<file path="config.mk">
export PLATFORM = sky130hd
export DESIGN_NAME = infix_expression_evaluator
export DESIGN_NICKNAME = d
export VERILOG_FILES = /design/src/rtl/iee_pkg.sv /design/src/rtl/iee_front.sv /design/src/rtl/iee_divider.sv /design/src/rtl/iee_back.sv /design/src/rtl/infix_expression_evaluator.sv
export SDC_FILE = /design/constraint.sdc
export NUM_CORES = 2
export LEC_CHECK = 0
export BUFFER_PORTS_ARGS = -buffer_cell sky130_fd_sc_hd__buf_2
export CAP_MARGIN = 20
export CORE_ASPECT_RATIO = 0.8
export CORE_MARGIN = 1
export CORE_UTILIZATION = 23
export DETAILED_ROUTE_END_ITERATION = 12
export SKIP_LAST_GASP = 1
export SLEW_MARGIN = 20
export SYNTH_ARGS = -nofsm -noshare
export SYNTH_HDL_FRONTEND = slang
export SYNTH_HIERARCHICAL = 1
export SYNTH_SLANG_ARGS = --single-unit
</file>
<file path="constraint.sdc">
create_clock -name clk -period 10.9 [get_ports clk]
set_input_delay 2.18 -clock clk [delete_from_list [all_inputs] [get_ports clk]]
set_output_delay 2.18 -clock clk [all_outputs]
set_load 0.01 [all_outputs]
</file>
<file path="src/rtl/iee_pkg.sv">
// package for the infix expression evaluator: payload structs, codes, helpers
// no dependencies
package iee_pkg;

    localparam int OpDepthDefault    = 16;
    localparam int ValueDepthDefault = 16;
    localparam int QueueDepth        = 4;

    typedef struct packed {
        logic [7:0] ch;
        logic       last;
    } in_item_t;

    typedef struct packed {
        logic signed [31:0] value;
        logic [2:0]         status;
    } out_item_t;

    // operator codes as kept on the operator stack
    typedef enum logic [2:0] {
        OPC_NONE  = 3'd0,
        OPC_PAREN = 3'd1,
        OPC_BRACK = 3'd2,
        OPC_ADD   = 3'd3,
        OPC_SUB   = 3'd4,
        OPC_MUL   = 3'd5,
        OPC_DIV   = 3'd6
    } opc_t;

    // status codes of a result
    typedef enum logic [2:0] {
        ST_OK       = 3'd0,
        ST_MISSING  = 3'd1,
        ST_DIVZERO  = 3'd2,
        ST_FULL     = 3'd3,
        ST_BRACKET  = 3'd4,
        ST_EMPTY    = 3'd5,
        ST_OVERFLOW = 3'd6
    } status_t;

    // character classes found by the front end
    typedef enum logic [2:0] {
        CLS_IGNORE = 3'd0,
        CLS_DIGIT  = 3'd1,
        CLS_OPEN   = 3'd2,
        CLS_CLOSE  = 3'd3,
        CLS_OP     = 3'd4
    } cls_t;

    // classified transaction handed from front to back
    typedef struct packed {
        cls_t       cls;
        opc_t       opc;
        logic [3:0] digit;
        logic       last;
    } tok_t;

    localparam logic [7:0] ChZero  = 8'd48;
    localparam logic [7:0] ChNine  = 8'd57;
    localparam logic [7:0] ChPlus  = 8'h2B;
    localparam logic [7:0] ChMinus = 8'h2D;
    localparam logic [7:0] ChStar  = 8'h2A;
    localparam logic [7:0] ChSlash = 8'h2F;
    localparam logic [7:0] ChLpar  = 8'h28;
    localparam logic [7:0] ChLbrk  = 8'h5B;
    localparam logic [7:0] ChRpar  = 8'h29;
    localparam logic [7:0] ChRbrk  = 8'h5D;

    // precedence of an operator already on the stack
    function automatic logic [2:0] prec_in(input opc_t op);
        logic [2:0] p;
        p = 3'd1;
        if (op == OPC_ADD || op == OPC_SUB) p = 3'd3;
        if (op == OPC_MUL || op == OPC_DIV) p = 3'd5;
        return p;
    endfunction

endpackage

</file>
<file path="src/rtl/iee_front.sv">
// front end: input queue port, character classification, token fifo
// depends on iee_pkg
module iee_front
    import iee_pkg::*;
(
    input  logic     clk,
    input  logic     rst_n,
    input  in_item_t in_item,
    input  logic     push,
    output logic     full,
    output tok_t     tok,
    output logic     tok_valid,
    input  logic     tok_take
);

    localparam int PtrW = $clog2(QueueDepth);

    tok_t            fifo_mem [QueueDepth];
    logic [PtrW-1:0] wr_ptr_reg, rd_ptr_reg;
    logic [PtrW:0]   cnt_reg;
    tok_t            cls_tok;
    logic            do_push, do_pop;

    // classify one character
    always_comb
    begin
        cls_tok       = '0;
        cls_tok.cls   = CLS_IGNORE;
        cls_tok.opc   = OPC_NONE;
        cls_tok.last  = in_item.last;
        cls_tok.digit = 4'(in_item.ch - ChZero);
        if (in_item.ch >= ChZero && in_item.ch <= ChNine)
            cls_tok.cls = CLS_DIGIT;
        else if (in_item.ch == ChLpar)
        begin
            cls_tok.cls = CLS_OPEN;  cls_tok.opc = OPC_PAREN;
        end
        else if (in_item.ch == ChLbrk)
        begin
            cls_tok.cls = CLS_OPEN;  cls_tok.opc = OPC_BRACK;
        end
        else if (in_item.ch == ChRpar)
        begin
            cls_tok.cls = CLS_CLOSE; cls_tok.opc = OPC_PAREN;
        end
        else if (in_item.ch == ChRbrk)
        begin
            cls_tok.cls = CLS_CLOSE; cls_tok.opc = OPC_BRACK;
        end
        else if (in_item.ch == ChPlus)
        begin
            cls_tok.cls = CLS_OP;    cls_tok.opc = OPC_ADD;
        end
        else if (in_item.ch == ChMinus)
        begin
            cls_tok.cls = CLS_OP;    cls_tok.opc = OPC_SUB;
        end
        else if (in_item.ch == ChStar)
        begin
            cls_tok.cls = CLS_OP;    cls_tok.opc = OPC_MUL;
        end
        else if (in_item.ch == ChSlash)
        begin
            cls_tok.cls = CLS_OP;    cls_tok.opc = OPC_DIV;
        end
    end

    assign full      = (cnt_reg == (PtrW+1)'(QueueDepth));
    assign tok_valid = (cnt_reg != '0);
    assign do_push   = push && !full;
    assign do_pop    = tok_take && tok_valid;
    assign tok       = fifo_mem[rd_ptr_reg];

    // token fifo storage
    always_ff @(posedge clk)
    begin
        if (do_push)
            fifo_mem[wr_ptr_reg] <= cls_tok;
    end

    // fifo pointers
    always_ff @(posedge clk or negedge rst_n)
    begin
        if (!rst_n)
        begin
            wr_ptr_reg <= '0;
            rd_ptr_reg <= '0;
            cnt_reg    <= '0;
        end
        else
        begin
            if (do_push) wr_ptr_reg <= wr_ptr_reg + 1'b1;
            if (do_pop)  rd_ptr_reg <= rd_ptr_reg + 1'b1;
            cnt_reg <= cnt_reg + (PtrW+1)'(do_push) - (PtrW+1)'(do_pop);
        end
    end

`ifndef SYNTH
    a_cnt_bound: assert property (@(posedge clk) disable iff (!rst_n)
        cnt_reg <= (PtrW+1)'(QueueDepth)) else $error("fifo count overrun");
    a_cnt_step: assert property (@(posedge clk) disable iff (!rst_n)
        (do_push && !do_pop) |=> cnt_reg == $past(cnt_reg) + 1'b1)
        else $error("fifo count not bumped");
    a_empty_hold: assert property (@(posedge clk) disable iff (!rst_n)
        (!tok_valid && !do_push) |=> !tok_valid) else $error("fifo filled itself");
`endif

endmodule

</file>
<file path="src/rtl/iee_divider.sv">
// restoring divider: 48-bit dividend magnitude over 32-bit divisor magnitude
// depends on iee_pkg
module iee_divider
    import iee_pkg::*;
(
    input  logic        clk,
    input  logic        rst_n,
    input  logic        start,
    input  logic [47:0] dividend,
    input  logic [31:0] divisor,
    output logic        done,
    output logic [47:0] quotient
);

    logic [47:0] q_reg;
    logic [32:0] rem_reg;
    logic [31:0] d_reg;
    logic [5:0]  cnt_reg;
    logic        busy_reg;
    logic [32:0] shifted, diff;

    assign shifted  = {rem_reg[31:0], q_reg[47]};
    assign diff     = shifted - {1'b0, d_reg};
    assign quotient = q_reg;
    assign done     = busy_reg && (cnt_reg == 6'd0);

    // one quotient bit per cycle
    always_ff @(posedge clk)
    begin
        if (start)
        begin
            q_reg   <= dividend;
            rem_reg <= '0;
            d_reg   <= divisor;
        end
        else if (busy_reg && cnt_reg != 6'd0)
        begin
            if (!diff[32])
            begin
                rem_reg <= diff;
                q_reg   <= {q_reg[46:0], 1'b1};
            end
            else
            begin
                rem_reg <= shifted;
                q_reg   <= {q_reg[46:0], 1'b0};
            end
        end
    end

    always_ff @(posedge clk or negedge rst_n)
    begin
        if (!rst_n)
        begin
            busy_reg <= 1'b0;
            cnt_reg  <= '0;
        end
        else if (start)
        begin
            busy_reg <= 1'b1;
            cnt_reg  <= 6'd48;
        end
        else if (busy_reg)
        begin
            if (cnt_reg == 6'd0) busy_reg <= 1'b0;
            else                 cnt_reg  <= cnt_reg - 1'b1;
        end
    end

endmodule

</file>
<file path="src/rtl/iee_back.sv">
// back end: operator stack, value stack, sequencer and result register
// depends on iee_pkg, iee_divider
module iee_back
    import iee_pkg::*;
#(
    parameter int OP_DEPTH    = OpDepthDefault,
    parameter int VALUE_DEPTH = ValueDepthDefault
)
(
    input  logic      clk,
    input  logic      rst_n,
    input  tok_t      tok,
    input  logic      tok_valid,
    output logic      tok_take,
    output out_item_t out_item,
    output logic      empty,
    input  logic      pop
);

    localparam int OpW = $clog2(OP_DEPTH);
    localparam int VW  = $clog2(VALUE_DEPTH);

    typedef enum logic [2:0] {
        S_IDLE, S_LOOP, S_MUL, S_DIV, S_WB, S_FINISH, S_EMIT
    } bstate_t;

    opc_t               op_mem [OP_DEPTH];
    logic signed [31:0] val_mem [VALUE_DEPTH];

    bstate_t            state_reg, state_next;
    logic [OpW:0]       opc_reg, opc_next;
    logic [VW:0]        vc_reg, vc_next;
    logic [2:0]         err_reg, err_next;
    tok_t               cur_reg, cur_next;
    logic               out_valid_reg, out_valid_next;
    out_item_t          out_reg, out_next;
    logic signed [31:0] res_reg, res_next;
    logic               neg_reg, neg_next;
    logic [63:0]        prod_reg, prod_next;

    opc_t               top_op;
    logic signed [31:0] va, vb;
    logic [31:0]        ma, mb;
    logic               op_we, v_we;
    logic [OpW-1:0]     op_wa;
    opc_t               op_wd;
    logic [VW-1:0]      v_wa;
    logic signed [31:0] v_wd;
    logic               div_start, div_done;
    logic [47:0]        div_q;
    logic [47:0]        mag_r;
    logic               fit;
    logic signed [32:0] sum;

    assign top_op = (opc_reg != '0) ? op_mem[OpW'(opc_reg - 1'b1)] : OPC_NONE;
    assign vb     = (vc_reg >= (VW+1)'(1)) ? val_mem[VW'(vc_reg - 1'b1)] : '0;
    assign va     = (vc_reg >= (VW+1)'(2)) ? val_mem[VW'(vc_reg - 2'd2)] : '0;
    assign ma     = va[31] ? 32'(-va) : 32'(va);
    assign mb     = vb[31] ? 32'(-vb) : 32'(vb);
    assign empty    = !out_valid_reg;
    assign out_item = out_reg;

    iee_divider u_div (
        .clk      (clk),
        .rst_n    (rst_n),
        .start    (div_start),
        .dividend ({ma, 16'd0}),
        .divisor  (mb),
        .done     (div_done),
        .quotient (div_q)
    );

    // stack memories
    always_ff @(posedge clk)
    begin
        if (op_we) op_mem[op_wa] <= op_wd;
        if (v_we)  val_mem[v_wa] <= v_wd;
    end

    always_ff @(posedge clk or negedge rst_n)
    begin
        if (!rst_n)
        begin
            state_reg     <= S_IDLE;
            opc_reg       <= '0;
            vc_reg        <= '0;
            err_reg       <= ST_OK;
            out_valid_reg <= 1'b0;
        end
        else
        begin
            state_reg     <= state_next;
            opc_reg       <= opc_next;
            vc_reg        <= vc_next;
            err_reg       <= err_next;
            out_valid_reg <= out_valid_next;
        end
    end

    always_ff @(posedge clk)
    begin
        cur_reg  <= cur_next;
        out_reg  <= out_next;
        res_reg  <= res_next;
        neg_reg  <= neg_next;
        prod_reg <= prod_next;
    end

    // sequencer: one stack action per cycle, waiting on the divider and on result pop
    always_comb
    begin
        state_next     = state_reg;
        opc_next       = opc_reg;
        vc_next        = vc_reg;
        err_next       = err_reg;
        cur_next       = cur_reg;
        out_valid_next = out_valid_reg;
        out_next       = out_reg;
        res_next       = res_reg;
        neg_next       = neg_reg;
        prod_next      = prod_reg;
        tok_take       = 1'b0;
        op_we          = 1'b0;
        op_wa          = OpW'(opc_reg);
        op_wd          = cur_reg.opc;
        v_we           = 1'b0;
        v_wa           = VW'(vc_reg);
        v_wd           = signed'({12'd0, cur_reg.digit, 16'd0});
        div_start      = 1'b0;
        mag_r          = '0;
        fit            = 1'b0;
        sum            = '0;

        if (out_valid_reg && pop)
            out_valid_next = 1'b0;

        unique case (state_reg)
            S_IDLE:
            begin
                if (tok_valid)
                begin
                    tok_take   = 1'b1;
                    cur_next   = tok;
                    state_next = S_LOOP;
                end
            end
            S_LOOP:
            begin
                // one step of handling the current character
                if (err_reg != ST_OK)
                    state_next = S_FINISH;
                else
                begin
                    priority case (cur_reg.cls)
                        CLS_DIGIT:
                        begin
                            if (vc_reg >= (VW+1)'(VALUE_DEPTH)) err_next = ST_FULL;
                            else
                            begin
                                v_we    = 1'b1;
                                vc_next = vc_reg + 1'b1;
                            end
                            state_next = S_FINISH;
                        end
                        CLS_OPEN:
                        begin
                            if (opc_reg >= (OpW+1)'(OP_DEPTH)) err_next = ST_FULL;
                            else
                            begin
                                op_we    = 1'b1;
                                opc_next = opc_reg + 1'b1;
                            end
                            state_next = S_FINISH;
                        end
                        CLS_CLOSE:
                        begin
                            if (opc_reg != '0 && top_op >= OPC_ADD)
                                state_next = S_WB;
                            else
                            begin
                                if (opc_reg == '0 || top_op != cur_reg.opc)
                                    err_next = ST_BRACKET;
                                else
                                    opc_next = opc_reg - 1'b1;
                                state_next = S_FINISH;
                            end
                        end
                        CLS_OP:
                        begin
                            if (opc_reg != '0 && prec_in(top_op) >=
                                ((cur_reg.opc == OPC_ADD || cur_reg.opc == OPC_SUB)
                                 ? 3'd2 : 3'd4))
                                state_next = S_WB;
                            else
                            begin
                                if (opc_reg >= (OpW+1)'(OP_DEPTH)) err_next = ST_FULL;
                                else
                                begin
                                    op_we    = 1'b1;
                                    opc_next = opc_reg + 1'b1;
                                end
                                state_next = S_FINISH;
                            end
                        end
                        default: state_next = S_FINISH;
                    endcase
                end
            end
            S_WB:
            begin
                // pop one operator and start applying it
                opc_next = opc_reg - 1'b1;
                neg_next = va[31] ^ vb[31];
                if (vc_reg < (VW+1)'(2))
                begin
                    err_next   = ST_MISSING;
                    state_next = S_LOOP;
                end
                else if (top_op == OPC_ADD || top_op == OPC_SUB)
                begin
                    sum = (top_op == OPC_ADD) ? (33'(va) + 33'(vb)) : (33'(va) - 33'(vb));
                    if (sum[32] != sum[31]) err_next = ST_OVERFLOW;
                    else
                    begin
                        v_we    = 1'b1;
                        v_wa    = VW'(vc_reg - 2'd2);
                        v_wd    = sum[31:0];
                        vc_next = vc_reg - 1'b1;
                    end
                    state_next = S_LOOP;
                end
                else if (top_op == OPC_MUL)
                begin
                    prod_next  = 64'(ma) * 64'(mb);
                    state_next = S_MUL;
                end
                else
                begin
                    if (vb == '0)
                    begin
                        err_next   = ST_DIVZERO;
                        state_next = S_LOOP;
                    end
                    else
                    begin
                        div_start  = 1'b1;
                        state_next = S_DIV;
                    end
                end
            end
            S_MUL, S_DIV:
            begin
                mag_r = (state_reg == S_MUL) ? prod_reg[63:16] : div_q;
                fit   = neg_reg ? (mag_r <= 48'h8000_0000) : (mag_r <= 48'h7FFF_FFFF);
                if (state_reg == S_MUL || div_done)
                begin
                    if (!fit) err_next = ST_OVERFLOW;
                    else
                    begin
                        v_we    = 1'b1;
                        v_wa    = VW'(vc_reg - 2'd2);
                        v_wd    = neg_reg ? 32'(-mag_r[31:0]) : mag_r[31:0];
                        vc_next = vc_reg - 1'b1;
                    end
                    state_next = (cur_reg.last && cur_reg.cls == CLS_IGNORE)
                                 ? S_FINISH : S_LOOP;
                end
            end
            S_FINISH:
            begin
                // on the last character drain remaining operators, else return to idle
                if (!cur_reg.last)
                    state_next = S_IDLE;
                else if (err_reg == ST_OK && opc_reg != '0)
                begin
                    cur_next.cls = CLS_IGNORE;
                    if (top_op < OPC_ADD)
                        err_next = ST_BRACKET;
                    else
                        state_next = S_WB;
                end
                else
                    state_next = S_EMIT;
            end
            S_EMIT:
            begin
                if (!out_valid_reg || pop)
                begin
                    out_valid_next  = 1'b1;
                    out_next.status = (err_reg != ST_OK) ? err_reg :
                                      (vc_reg == '0) ? ST_EMPTY : ST_OK;
                    out_next.value  = (err_reg == ST_OK && vc_reg != '0) ? vb : '0;
                    opc_next        = '0;
                    vc_next         = '0;
                    err_next        = ST_OK;
                    state_next      = S_IDLE;
                end
            end
            default: state_next = S_IDLE;
        endcase

        // after a pop in drain mode, return to the drain step
        if ((state_reg == S_WB) && cur_reg.last && cur_reg.cls == CLS_IGNORE
            && state_next == S_LOOP)
            state_next = S_FINISH;
    end

`ifndef SYNTH
    a_op_bound: assert property (@(posedge clk) disable iff (!rst_n)
        opc_reg <= (OpW+1)'(OP_DEPTH)) else $error("operator stack overrun");
    a_val_bound: assert property (@(posedge clk) disable iff (!rst_n)
        vc_reg <= (VW+1)'(VALUE_DEPTH)) else $error("value stack overrun");
    a_emit_clear: assert property (@(posedge clk) disable iff (!rst_n)
        (state_reg == S_EMIT && state_next == S_IDLE) |=>
        (opc_reg == '0 && vc_reg == '0 && err_reg == ST_OK))
        else $error("stacks not cleared after result");
    a_err_value: assert property (@(posedge clk) disable iff (!rst_n)
        (out_valid_reg && out_reg.status != ST_OK) |-> out_reg.value == '0)
        else $error("error result carries a value");
`endif

endmodule

</file>
<file path="src/rtl/infix_expression_evaluator.sv">
// infix expression evaluator, top level
// depends on iee_pkg, iee_front, iee_back
//
// Usage: characters enter as in_item {ch, last} on a queue-like port
// (push/full); a transaction happens when push is high and full is low.
// The result {value, status} leaves on a queue-like port (empty/pop); a
// transaction happens when pop is high and empty is low.
// A front end classifies characters into a 4-entry token fifo; the back end
// works the operator and value stacks one action per cycle, waiting while the
// divider runs or a held result is not popped. A divide uses the restoring
// divider, one quotient bit per cycle. The result is registered once the
// last character's operators are applied.
// Only the character marked last produces a result; then both stacks and
// the error code clear.
// Reset clears the fifo, both stack counts, the error code and the result.
// When the receiver stalls, one result is held; the back end waits with the
// next result and the fifo fills until full rises.
module infix_expression_evaluator
    import iee_pkg::*;
#(
    parameter int OP_DEPTH    = OpDepthDefault,
    parameter int VALUE_DEPTH = ValueDepthDefault
)
(
    input  logic      clk,
    input  logic      rst_n,
    input  in_item_t  in_item,
    input  logic      push,
    output logic      full,
    output out_item_t out_item,
    output logic      empty,
    input  logic      pop
);

    tok_t tok;
    logic tok_valid, tok_take;

    iee_front u_front (
        .clk       (clk),
        .rst_n     (rst_n),
        .in_item   (in_item),
        .push      (push),
        .full      (full),
        .tok       (tok),
        .tok_valid (tok_valid),
        .tok_take  (tok_take)
    );

    iee_back #(
        .OP_DEPTH    (OP_DEPTH),
        .VALUE_DEPTH (VALUE_DEPTH)
    ) u_back (
        .clk       (clk),
        .rst_n     (rst_n),
        .tok       (tok),
        .tok_valid (tok_valid),
        .tok_take  (tok_take),
        .out_item  (out_item),
        .empty     (empty),
        .pop       (pop)
    );

endmodule

</file>
=== After elaboration in Yosys (flattened, before gate mapping) ===
Memories as Yosys holds them, arrays and structs flattened.
Cells that the tools add are included.
W data, S select, Z words.

* Register bits after elaboration: 254
* Memory bits (writable): 604
* Bits of input ports: 13
* Output and inout bits: 37
* Word-level logic and storage cells: 296
* Memories kept: 3

* $add $sub $neg: 17
* Multiply operators: 1
* Order comparisons: 12
* Equal/unequal tests: 53
* Muxes and demuxes: 136
* Bitwise operators: 3
* Reduce and logical (&&, ||, !) cells: 49

{| class="wikitable"
|+ Memory list
! memory !! words !! bits a word !! read ports !! clocked after Yosys merged registers in !! write ports !! RTL line !! RTL
|-
| u_back.val_mem || 16 || 32 || 2 || 0 || 1 || iee_back.sv:28 || <nowiki>logic signed [31:0] val_mem [VALUE_DEPTH];</nowiki>
|-
| u_back.op_mem || 16 || 3 || 1 || 0 || 1 || iee_back.sv:27 || <nowiki>opc_t op_mem [OP_DEPTH];</nowiki>
|-
| u_front.fifo_mem || 4 || 11 || 1 || 0 || 1 || iee_front.sv:18 || <nowiki>tok_t fifo_mem [QueueDepth];</nowiki>
|}

{| class="wikitable"
|+ Operator list
! kind !! number
|-
| $mux W32 || 11
|-
| $mux W48 || 3
|-
| $mux W3 || 41
|-
| $neg A32 Y32 || 3
|-
| $mux W5 || 14
|-
| $mux W6 || 11
|-
| $mul A32 B32 Y64 || 1
|-
| $pmux W32 S2 || 1
|-
| $eq A8 B6 Y1 const B || 6
|-
| $le A48 B31 Y1 const B || 1
|-
| $le A48 B32 Y1 const B || 1
|-
| $mux W1 || 35
|-
| $add A32 B32 Y33 || 1
|-
| $mux W33 || 1
|-
| $sub A32 B32 Y33 || 1
|-
| $sub A33 B32 Y33 || 1
|-
| $logic_not A32 Y1 || 1
|-
| $pmux W5 S3 || 2
|-
| $eq A3 B3 Y1 const B || 9
|-
| $mux W4 || 5
|-
| $pmux W5 S4 || 1
|-
| $eq A3 B2 Y1 const B || 6
|-
| $pmux W3 S6 || 1
|-
| $eq A8 B7 Y1 const B || 2
|-
| other kinds (55) || 112
|}

=== Logic depth before layout (Yosys ltp) ===
An unclocked memory read counts as a cell.

* Depth after elaboration: 19
* Gate-level depth with buffers: 54
* Gate-level depth less buffers: 42

=== Hierarchy ===
The synthesis kept the hierarchy.

{| class="wikitable"
|+ Modules (own cells, without submodules)
! module !! instances !! cells each !! area an instance (um^2) !! sequential area each (um^2)
|-
| iee_back || 1 || 6136 || 68260.5 || 20094.3
|-
| iee_divider || 1 || 649 || 6718.9 || 3218.1
|-
| iee_front || 1 || 117 || 2162.1 || 1496.4
|}

=== Worst setup path after synthesis ===
No wires, ideal clock.

* Kind: reg2reg
* Start point: register u_back.vc_reg[0]
* End point: register u_back.prod_reg[47], data pin
* Arrival: 11.806 ns
* Required time: 10.642 ns
* Path slack: -1.164 ns
* Cell stages (with the launch flop): 45
* Clock period less this slack: 12.064 ns
* Cells stage by stage: dfrtp_1 buf_6 buf_8 buf_6 buf_8 buf_6 buf_6 inv_1 buf_2 ha_1 buf_4 buf_2 buf_1 mux4_2 mux4_2 o41ai_2 nand4_1 or2_2 [... 9 more ...] fa_1 fa_1 fa_1 fa_1 inv_1 fa_1 inv_1 ha_1 clkbuf_1 nand4_1 nor4_1 nand2_1 or2_2 a32oi_1 a21boi_0 o21ai_0 a21oi_1 xnor2_1

* Cells in the longest elaborated chain, start to end: 6
* Elaborated cells on any way between the ends: 12

{| class="wikitable"
|+ RTL lines
! element !! RTL line !! RTL
|-
| from (decl) || iee_back.sv:32 || <nowiki>logic [VW:0] vc_reg, vc_next;</nowiki>
|-
| from (signal assigned) || iee_back.sv:94 || <nowiki>vc_reg <= vc_next;</nowiki>
|-
| $sub A5 B1 Y5 or $sub A4 B2 Y4 (tied branches) || iee_back.sv:56, iee_back.sv:57 ||
|-
| $mem_v2 Z16 W32 || - ||
|-
| $mux W32, on equally long branches || iee_back.sv:56, iee_back.sv:57 ||
|-
| $neg A32 Y32, on equally long branches || iee_back.sv:59, iee_back.sv:58 ||
|-
| $mux W32, on equally long branches || iee_back.sv:59, iee_back.sv:58 ||
|-
| $mul A32 B32 Y64 * || iee_back.sv:234 || <nowiki>prod_next = 64'(ma) * 64'(mb);</nowiki>
|-
| to (signal assigned) || iee_back.sv:106 || <nowiki>prod_reg <= prod_next;</nowiki>
|-
| to (decl) || iee_back.sv:39 || <nowiki>logic [63:0] prod_reg, prod_next;</nowiki>
|}

Mark *: on every way between the ends. The rest lies on a longest branch, timed or not.
A chain may end at the register's enable or synchronous reset.

=== Worst setup path after layout ===
* Start point: register u_back.vc_reg[1]
* End point: register u_back.prod_reg[52], data pin

Same word-level chain as after synthesis.

==> flow_summary.json <==
{
  "worst_pin_slew_ns": 1.26,
  "synth_edf_count": 779,
  "ant_nets": 0,
  "largest_reg_flops": 512,
  "layout_common_cells": "1059 x inv_1, 893 x buf_4, 866 x fa_1",
  "drc": 0,
  "crit_path_top_delay_cell": "mux4_2",
  "critPathCaptureType": "flip-flop",
  "critical_path_required_ns": 11.34,
  "htreeDepth": 3,
  "io_buffers": 49,
  "grt_pass1_wl_um": 391000,
  "synthArstFlopShare": 0.0368,
  "synth.mux.area_fraction": 0.114,
  "synth_fa_ha_area_frac": 0.290,
  "drv_cap": 0,
  "finalHoldViolCount": 0,
  "cts_hold_repair.buffers": 0,
  "arrival_ns": 11.70,
  "yosysSeqAreaShare": 0.322,
  "area_growth_pct": 23.6,
  "syn-cell-area_um2": 77100,
  "gr-usage-met2": 0.220,
  "num-fill-cells": 34100,
  "gp_congestion": 0.962,
  "rows": 189,
  "die_x_um": 649,
  "gr-usage-met1": 0.228,
  "whs_endpoint": "u_back/u_div/rem_reg[11]$_SDFFE_PP0P_",
  "worstPathMaxFanout": 14,
  "wl_per_cell_um": 21.7,
  "root_buffer": "clkbuf_16",
  "hold_path_class": "flip-flop to flip-flop",
  "finalSetupViolCount": 21,
  "clock-sinks": 842,
  "reg2reg_depth": 42,
  "core-area_um2": 332000,
  "dp_cells": 11900,
  "rsz0062_at_grt": "true",
  "clkSlewWorstSetupHoldPaths_ns": 0.06,
  "num_vias": 57400,
  "slowest_delay_ns": 0.65,
  "cts_buffer_depth": 3,
  "synth.distinct_cells": 106,
  "stdcell_count": 12200,
  "hp-start": "u_back/u_div/rem_reg[11]$_SDFFE_PP0P_",
  "utilization": 0.287,
  "violations": "setup timing",
  "synthXorXnorAreaFrac": 0.0289,
  "register_area_um2": 24800,
  "ys.flop_type": "edfxtp_1",
  "synth-simple-area-share": 0.116,
  "cts_inserted_buffers": 84,
  "dpl_cell_area_um2": 89600,
  "r2r_slack_ns": -0.35,
  "dp_hpwl_um": 209000,
  "start_util": 0.232,
  "ioPinCount": 50,
  "overflow": 0,
  "layout_commonest_cell": "inv_1",
  "fin_skew_ns": 0.0870,
  "syn_inst": 6902,
  "status": "complete, but fails checks",
  "min_delay_path_depth": 2,
  "critical_path_class": "flip-flop to flip-flop",
  "period_share": 1.03,
  "antenna_found_initial": 19,
  "slew-limit-headroom": 0.148,
  "final_cell_area_um2": 95400,
  "synth-compound-area-share": 0.0528,
  "synth_top_family_by_area": "adder cells",
  "fin_nets": 9002,
  "place_ws_ns": -0.683,
  "synth_warnings": 6,
  "use_met3": 0.0365,
  "die_h_um": 520,
  "worst_slack_ns": -0.354,
  "fmax_mhz": 88.9,
  "grt_usage": 0.154,
  "period_minus_slack_ns": 11.25,
  "clk_latency_ns": 0.72,
  "die_area_um2": 338000,
  "grt_pass1_vias": 57300,
  "drt-initial-drc-count": 6881,
  "startpoint_type": "flip-flop",
  "synth.ff_latch_count": 842,
  "first_pass_iters": 8,
  "cts_tree": "done",
  "regMostFlops": "u_back/val_mem",
  "avgSynthCellArea_um2": 11.2,
  "multi_input_comb_area_um2": 48400,
  "r2r-end": "u_back/prod_reg[52]$_DFFE_PP_",
  "wirelength_um": 265000,
  "r2r-start": "u_back/vc_reg[1]$_DFFE_PN0P_",
  "via_per_inst": 4.70,
  "drive_gt1_frac": 0.259,
  "grt_max_degree": 72,
  "busiest_layer": "met1",
  "slew_viol_final": 0
}
-- area by class of cell --
type	instances	share of cell area
Multi-Input combinational cell	4598	0.508
Sequential cell	842	0.260
Timing Repair Buffer	1097	0.100
Tap cell	4393	0.0576
Inverter	1118	0.0445
Clock buffer	97	0.0228
Clock inverter	59	0.00676
Antenna cell	6	0.000157
-- worst max path at each step --
stage               cells past startpoint                          from  slack [ns]                       endpoint
floorplan                              45  u_back/vc_reg[0]$_DFFE_PN0P_       -0.25  u_back/prod_reg[57]$_DFFE_PP_
global placement                       40  u_back/vc_reg[1]$_DFFE_PN0P_       -0.63  u_back/prod_reg[63]$_DFFE_PP_
detailed placement                     40  u_back/vc_reg[1]$_DFFE_PN0P_       -0.68  u_back/prod_reg[63]$_DFFE_PP_
CTS                                    41  u_back/vc_reg[1]$_DFFE_PN0P_       -0.33  u_back/prod_reg[63]$_DFFE_PP_
global route                           41  u_back/vc_reg[0]$_DFFE_PN0P_       -0.62  u_back/prod_reg[52]$_DFFE_PP_
finish                                 42  u_back/vc_reg[1]$_DFFE_PN0P_       -0.35  u_back/prod_reg[52]$_DFFE_PP_
-- Yosys cell counts (11+ instances only) --
cell / instances / share of area
o21a_1: 12 / 0.0012
or3_1: 21 / 0.0017
nor4_1: 26 / 0.0021
clkbuf_1: 204 / 0.0099
a311oi_1: 23 / 0.0026
nor2b_1: 24 / 0.0019
o21ai_0: 126 / 0.0082
nand2_1: 870 / 0.042
buf_1: 21 / 0.0010
buf_2: 80 / 0.0052
xnor2_1: 157 / 0.018
nand4_1: 35 / 0.0028
a31oi_1: 26 / 0.0021
a211oi_1: 31 / 0.0030
nor3b_1: 20 / 0.0019
dfxtp_1: 32 / 0.0083
or2_2: 23 / 0.0019
edfxtp_1: 779 / 0.30
xor2_1: 78 / 0.0089
o21bai_1: 22 / 0.0021
and3_1: 32 / 0.0026
mux2_2: 64 / 0.0093
buf_4: 27 / 0.0026
nor3_1: 114 / 0.0074
mux2i_1: 80 / 0.010
and2_1: 97 / 0.0079
o211ai_1: 18 / 0.0018
inv_1: 1099 / 0.053
nor2_1: 570 / 0.028
dfrtp_1: 31 / 0.010
o22ai_1: 28 / 0.0023
mux4_2: 319 / 0.093
o31ai_1: 13 / 0.0013
a21oi_1: 155 / 0.010
ha_1: 350 / 0.057
nand3_1: 72 / 0.0047
o21ai_1: 11 / 0.00071
a21o_1: 58 / 0.0056
nand2b_1: 42 / 0.0034
fa_1: 898 / 0.23
o31a_1: 12 / 0.0014
buf_6: 25 / 0.0036
-- worst max-delay path: cells and delay by family (launching register included) --
| kind | cells | cell delay [ns] |
|---|---|---|
| flops | 1 | 0.50 |
| simple gates | 5 | 1.08 |
| compound gates | 9 | 1.62 |
| buf+inv | 14 | 1.83 |
| xor+xnor | 2 | 0.36 |
| fa+ha+maj | 10 | 4.61 |
| mux | 2 | 0.94 |
-- per-layer routing --
layer	part of all wire	up-vias
met1	0.44	29500
met2	0.41	2887
li1	-	24700
met3	0.12	366
met4	0.036	10
met5	0.00025	-
-- metrics by stage --
step | hold WS [ns] | TNS (ns)
2_1_floorplan | 0.449 | -1.66
3_3_place_gp | 0.470 | -12.01
3_5_place_dp | 0.479 | -13.01
4_1_cts | 0.488 | -4.44
5_1_grt | 0.513 | -9.54
6_report | 0.485 | -4.22
-- kinds of logic (layout without fill, tap and decap cells) --
group	count (synthesis)	count (layout)
fa+ha+maj	1248	1248
compound gates	619	619
other cells	1	22
mux	466	466
simple gates	2004	2004
flops	842	842
xor+xnor	245	245
buf+inv	1477	2371
-- timing repair --
action,CTS,global route
cloned,3,2
setup endpoints to repair,35,40
pin swaps,77,148
resized for setup,148,283
setup buffers,62,64
Power is not shown: default switching activity piles up to over one toggle a cycle in this logic, so the estimate is an artifact.
